`config.mk`:
```
export PLATFORM = sky130hd
export DESIGN_NAME = ljb_front
export DESIGN_NICKNAME = d
export VERILOG_FILES = /design/src/hdl/ljb_pkg.sv /design/src/hdl/ljb_front.sv
export SDC_FILE = /design/constraint.sdc
export NUM_CORES = 1
export LEC_CHECK = 0
export ABC_AREA = 1
export BUFFER_PORTS_ARGS = -buffer_cell sky130_fd_sc_hd__buf_4
export CAP_MARGIN = 20
export CORE_MARGIN = 1
export CORE_UTILIZATION = 35
export DETAILED_ROUTE_END_ITERATION = 6
export GPL_TIMING_DRIVEN = 0
export PLACE_DENSITY = 0.62
export REMOVE_ABC_BUFFERS = 1
export SLEW_MARGIN = 20
export SYNTH_ARGS = -nofsm -noshare
export SYNTH_HDL_FRONTEND = slang
export SYNTH_SLANG_ARGS = --single-unit
```
`constraint.sdc`:
```
create_clock -name i_clk -period 6 [get_ports i_clk]
set_input_delay 1.2 -clock i_clk [delete_from_list [all_inputs] [get_ports i_clk]]
set_output_delay 1.2 -clock i_clk [all_outputs]
set_load 0.005 [all_outputs]
```
`src/hdl/ljb_pkg.sv`:
```
// Shared types and constants for the Ljung-Box Q statistic block.
// Used by ljb_front, ljb_back, ljb_check and the top level; depends on nothing else.
package ljb_pkg;

    // Default sizing of the return store and the number of lags.
    localparam int unsigned DEF_MAX_RETURNS = 1024;
    localparam int unsigned DEF_NUM_LAGS    = 5;

    // Depth of the command queue between front and back end (power of two).
    localparam int unsigned QUEUE_DEPTH = 4;

    // ln(2) in Q0.30.
    localparam logic [31:0] LN2_Q30 = 32'd744261118;

    // Products of deviations drop this many fraction bits.
    localparam int unsigned PROD_SHIFT = 16;

    // One classified price word handed from the front end to the back end.
    typedef struct packed {
        logic [31:0] price;
        logic        last;
        logic        form;      // pairs with the previous price into a return
        logic        need_log;  // log2 of this price is needed now or later
    } t_cmd;

    // Back-end sequencer states.
    typedef enum logic [4:0] {
        ST_IDLE,
        ST_LOG_WAIT,
        ST_LR_LO,
        ST_LR_HI,
        ST_LR_SUM,
        ST_LR_WR,
        ST_TAIL,
        ST_CHECK,
        ST_MEAN_WAIT,
        ST_RD,
        ST_DEV,
        ST_MUL,
        ST_ACC,
        ST_PASS_END,
        ST_NORM,
        ST_RHO_WAIT,
        ST_RHO_SQ,
        ST_TERM_DIV,
        ST_TERM_WAIT,
        ST_M_MUL,
        ST_M_LAT,
        ST_Q_MUL,
        ST_Q_ADD,
        ST_OUT
    } t_state;

endpackage

```
`src/hdl/ljb_front.sv`:
```
// Front end: accepts price words, classifies them and queues commands.
// Depends on ljb_pkg for the command type and the queue depth.
module ljb_front
    import ljb_pkg::*;
(
    input  logic        i_clk,
    input  logic        i_rst_n,
    input  logic        i_valid,
    input  logic [31:0] i_price,
    input  logic        i_last,
    output logic        o_stall,
    output t_cmd        o_cmd,
    output logic        o_cmd_valid,
    input  logic        i_cmd_pop
);

    localparam int unsigned QAW = $clog2(QUEUE_DEPTH);

    t_cmd             r_queue [QUEUE_DEPTH];
    logic [QAW-1:0]   r_wr;
    logic [QAW-1:0]   r_rd;
    logic [QAW:0]     r_count;
    logic             r_prev_ok;

    logic             w_accept;
    logic             w_pop;
    logic             w_form;
    t_cmd             w_cmd;

    assign o_stall     = (r_count == (QAW + 1)'(QUEUE_DEPTH));
    assign o_cmd_valid = (r_count != '0);
    assign o_cmd       = r_queue[r_rd];
    assign w_accept    = i_valid && !o_stall;
    assign w_pop       = i_cmd_pop && o_cmd_valid;

    // Classify the incoming word against the previous price of the series.
    always_comb begin
        w_form         = r_prev_ok && (i_price != '0);
        w_cmd.price    = i_price;
        w_cmd.last     = i_last;
        w_cmd.form     = w_form;
        w_cmd.need_log = (i_price != '0) && (w_form || !i_last);
    end

    // Queue storage needs no reset.
    always_ff @(posedge i_clk) begin
        if (w_accept) begin
            r_queue[r_wr] <= w_cmd;
        end
    end

    // Pointers, fill count and the previous-price flag.
    always_ff @(posedge i_clk) begin
        if (!i_rst_n) begin
            r_wr      <= '0;
            r_rd      <= '0;
            r_count   <= '0;
            r_prev_ok <= 1'b0;
        end else begin
            if (w_accept) begin
                r_wr      <= r_wr + QAW'(1);
                r_prev_ok <= !i_last && (i_price != '0);
            end
            if (w_pop) begin
                r_rd <= r_rd + QAW'(1);
            end
            case ({w_accept, w_pop})
                2'b10:   r_count <= r_count + (QAW + 1)'(1);
                2'b01:   r_count <= r_count - (QAW + 1)'(1);
                default: r_count <= r_count;
            endcase
        end
    end

endmodule

```
# Yosys cells after proc, flatten, opt, wreduce, memory -nomap -nowiden
# Memory sizes are Yosys's and may differ from the RTL's. A register that Yosys moved wholly into a read port is not among the register bits.
# Cells that the tools add are included.
totals:
  wordCells: 28
  reg_bits: 8
  in_bits: 37
  out_inout_bits: 37
  memories: 1
  ram_bits: 140
classes:
  n_reduce_logical: 11
  eq_ne: 3
  n_addsub: 4
  mux: 5
memory_table:
  columns: ["name", "depth", "word_bits", "rd", "rd_ports_with_merged_regs", "wr", "line", "text"]
  rows:
  - ["r_queue", 4, 35, 1, 1, 1, "ljb_front.sv:19", "t_cmd r_queue [QUEUE_DEPTH];"]
op_table:
  columns: ["op", "n"]
  rows:
  - ["$reduce_bool 32->1", 1]
  - ["$pmux 3 s2", 1]
  - ["$logic_and 1x1->1", 5]
  - ["$add 2x1->2 const B", 2]
  - ["$mux 2", 2]
  - ["$add 3x1->3 const B", 1]
  - ["$eq 3x3->1 const B", 1]
  - ["$reduce_bool 3->1", 1]
  - ["$sub 3x1->3 const B", 1]
  - ["$eq 2x1->1 const B", 1]
  - ["$eq 2x2->1 const B", 1]
  - ["$logic_not 1->1", 2]
  - ["$mux 1", 2]
  - ["$reduce_bool 2->1", 1]
  - ["$logic_or 1x1->1", 1]

# Logic depth before layout (Yosys ltp)
logic_depth:
  word_depth: 5
  mapped_depth: 11
  ltp_nobuf: 10

# Least setup slack after synthesis
# OpenSTA, ideal clock, no wires.
synth_path:
  path_kind: "input to register"
  start: "input i_valid"
  end: "memory r_queue[0][0] in the netlist's numbering, enable pin"
  setup_ps: 427
  t_arrival_ps: 2797
  n_path_buf: 0
  path_slack_ps: 2775
  stages: 2
  required_time_ps: 5573
  cell_sequence: "nand2_2 -> nor2_1"
synth_via:
  elab_chain_len: 3
synth_lines:
  columns: ["element", "line", "text"]
  rows:
  - ["start: declaration", "ljb_front.sv:8", "input logic i_valid,"]
  - ["$logic_and 1x1->1", "ljb_front.sv:33", "assign w_accept = i_valid && !o_stall;"]
  - ["$mux 1", "ljb_front.sv:47", "if (w_accept) begin"]
  - ["$mux 1 (not written as such)", "ljb_front.sv:48", "r_queue[r_wr] <= w_cmd;"]
  - ["end: declaration", "ljb_front.sv:19", null]
# No other way between the ends.

==> metrics.txt <==
status complete, no violations; met3 routed WL 639 um; top cells by count, synth edfxtp_1 (140), nor2_1 (96), o21ai_0 (69); Initial Util 36.1%; Fin. Hold Viols 0; synth unique cells 23; WL met1 5.16 mm; drt drc 0; worst-path cell with the longest stage delay dfxtp_4; crit start category register; DR WL met2 6.16 mm; Num CTS Buffers 17; min Tclk post-route 3510 ps; die height 131 um; net switching power 0.814 mW; Worst Path Required 4800 ps; antenna violations before repair 0; worst-margin pin slew 736 ps; final setup fails 0; crit path DAT 2310 ps; crit-path cells inv_4, o21ai_0, o22ai_1, buf_4; maxcap violations 0; Worst Reg-to-Reg Cells 10; final antenna-violating net count 0; Post-synth EDFFs 140; R2R Setup Slk 3940 ps; Worst Skew 8.81 ps; Post-Syn Area 5800 um2; highest cell delay on the worst timing path 800 ps; TritonCTS clock tree built; H-tree levels 4; CTS root buf clkbuf_16; area grow syn2layout 25.3%; clock-pin slew on the worst setup and hold paths 60 ps; critical path fanouts, max 71; Via density 4.82; Die X 131 um; Leakage 2.55 nW; n_diodes 0; Buffers on Ports 73; largest net degree at the start of global routing 72; vias in the first global route 3,606; f_max 285 MHz; Synth Warn # 0; Worst R2R Start r_count[0]; Final Cycle Share 58.5%; most frequent cell after synthesis edfxtp_1; main flop type after synthesis edfxtp_1; area of placed instances 6650 um2; final instance area 7270 um2; slew margin rel. 51.0%; Congestion Overflow GR 0; cell count after synthesis 433; switching power share of the total 26.8%; Pint 2.23 mW; sequential element share of the synthesized area 75.9%; worst skew pair latency 410 ps; DR WL/cell 16.5 um; drt total wl 12.1 mm; Core Area 16,100 um2; post-CTS setup repair buffer count 0; fillers 1,422; Power, Total 3.04 mW; CTS Sinks 150; Final Max Tran Viols 0; vias 3,550; RSZ-0062 raised after global routing no; hold crit path type register to register; GP Congestion 0.673; Hold Path Origin r_rd[1]; VDD IR max 0.000334 V; max layer used met4; # nets final 551; die area 17,100 um2; power share of the sequential group 43.9%; pwr dens 419 nW/um2; WHS Path Cells 2; CP Capture Type primary output; Seq cells post-synth 150; Starting DRT DRC Count 236; Comb power frac 20.5%; Resized Gates After CTS 0; DRT Pass-1 Iters 6; fraction of registers with async set/reset 0%; IO Pins 74; HPWL after DPL 7.43 mm; first-pass GRT wire length 18.7 mm; RR Endpoint r_count[2]; CTS Hold Bufs 0; GRT Total Usage 15.3%; fraction of layout cells with a size suffix above 1 23.6%; crit path kind register to primary output; share of the synthesized area in the top cell type 72.5%; Syn Area/Cell 13.4 um2; ranking of synthesized cells by area edfxtp_1 (72%), nor2_1 (6.2%), o21ai_0 (6.0%); Yosys top cell by area edfxtp_1; row cnt 46; Clock power frac 35.6%; clk buf depth 2; setup tns final 0 ps
==> routing by layer <==
| layer | up-vias | global-route usage, % |
|---|---|---|
| met5 | - | 0 |
| met4 | 0 | 5.95 |
| met3 | 13 | 4.80 |
| met2 | 94 | 25.9 |
| met1 | 1709 | 18.3 |
| li1 | 1734 | - |
==> worst max-delay path: cells and delay by family, from the launching register on <==
| kind | cells | cell delay, ps |
|---|---|---|
| buffers and inverters | 2 | 610 |
| AO/OA/AOI/OAI | 2 | 440 |
| flip-flops | 1 | 800 |
==> layout by cell type, fill, tap and decap left out, drive strengths merged, types with 2 or more instances in the layout <==
cell type  count
clkbuf        19
nand3          2
buf           78
nor2          96
ha             5
bufinv         4
o22ai         35
a21oi         11
clkinvlp       4
inv           19
edfxtp       140
nand2         12
dfxtp         10
o21ai         80
clkinv         4
==> through the flow <==
step | setup WS, ps | utilization (%) | instances | hold slack [ps]
5_1_grt | 2260 | 45.3 | 737 | 510
4_1_cts | 2420 | 45.3 | 737 | 488
2_1_floorplan | 2460 | - | 411 | 453
6_report | 2490 | 45.3 | 737 | 482
3_5_place_dp | 2870 | 41.4 | 705 | 478
3_3_place_gp | 896 | 40.4 | 700 | 463
==> worst max-delay path by stage <==
stage | endpoint | depth (start not counted) | startpoint | slack [ps]
detailed placement | o_cmd[1] | 4 | register | 2870
global placement | o_cmd[34] | 4 | register | 900
CTS | o_cmd[1] | 4 | register | 2420
finish | o_cmd[1] | 4 | register | 2490
global route | o_cmd[1] | 4 | register | 2260
floorplan | o_cmd[0] | 3 | register | 2460
==> power groups by stage <==
stage / Clock [mW] / Combinational, mW / Sequential [mW]
finish: 1.08 / 0.623 / 1.34
global route: 1.15 / 0.692 / 1.35
CTS: 1.11 / 0.636 / 1.34
detailed placement: 0 / 0.633 / 1.36
global placement: 0 / 0.585 / 1.36
floorplan: 0 / 0.295 / 1.33
==> flip-flops by register name, summed over array words and instances (netlist names), named ones only <==
name / count
r_queue: 140
r_count: 3
r_wr: 2
r_prev_ok: 1
r_rd: 2
==> cell type report <==
type | count | area [um2] | share of cell area, %
inverters | 18 | 70.1 | 0.964
repair buffers | 78 | 671 | 9.23
flip-flops and latches | 150 | 4410 | 60.7
multi-input cells | 243 | 1230 | 17.0
clock inverters | 13 | 180 | 2.48
clock buffers | 19 | 433 | 5.96
well taps | 216 | 270 | 3.72
==> cell families after synthesis <==
logic type	count (synthesis)	synth area share, %
flip-flops	150	75.9
AO/OA/AOI/OAI	126	11.8
AND/OR/NAND/NOR	111	7.57
buffers and inverters	40	3.34
adder cells (fa/ha/maj)	6	1.42
Note: power is estimated with default switching activity, not from simulation.
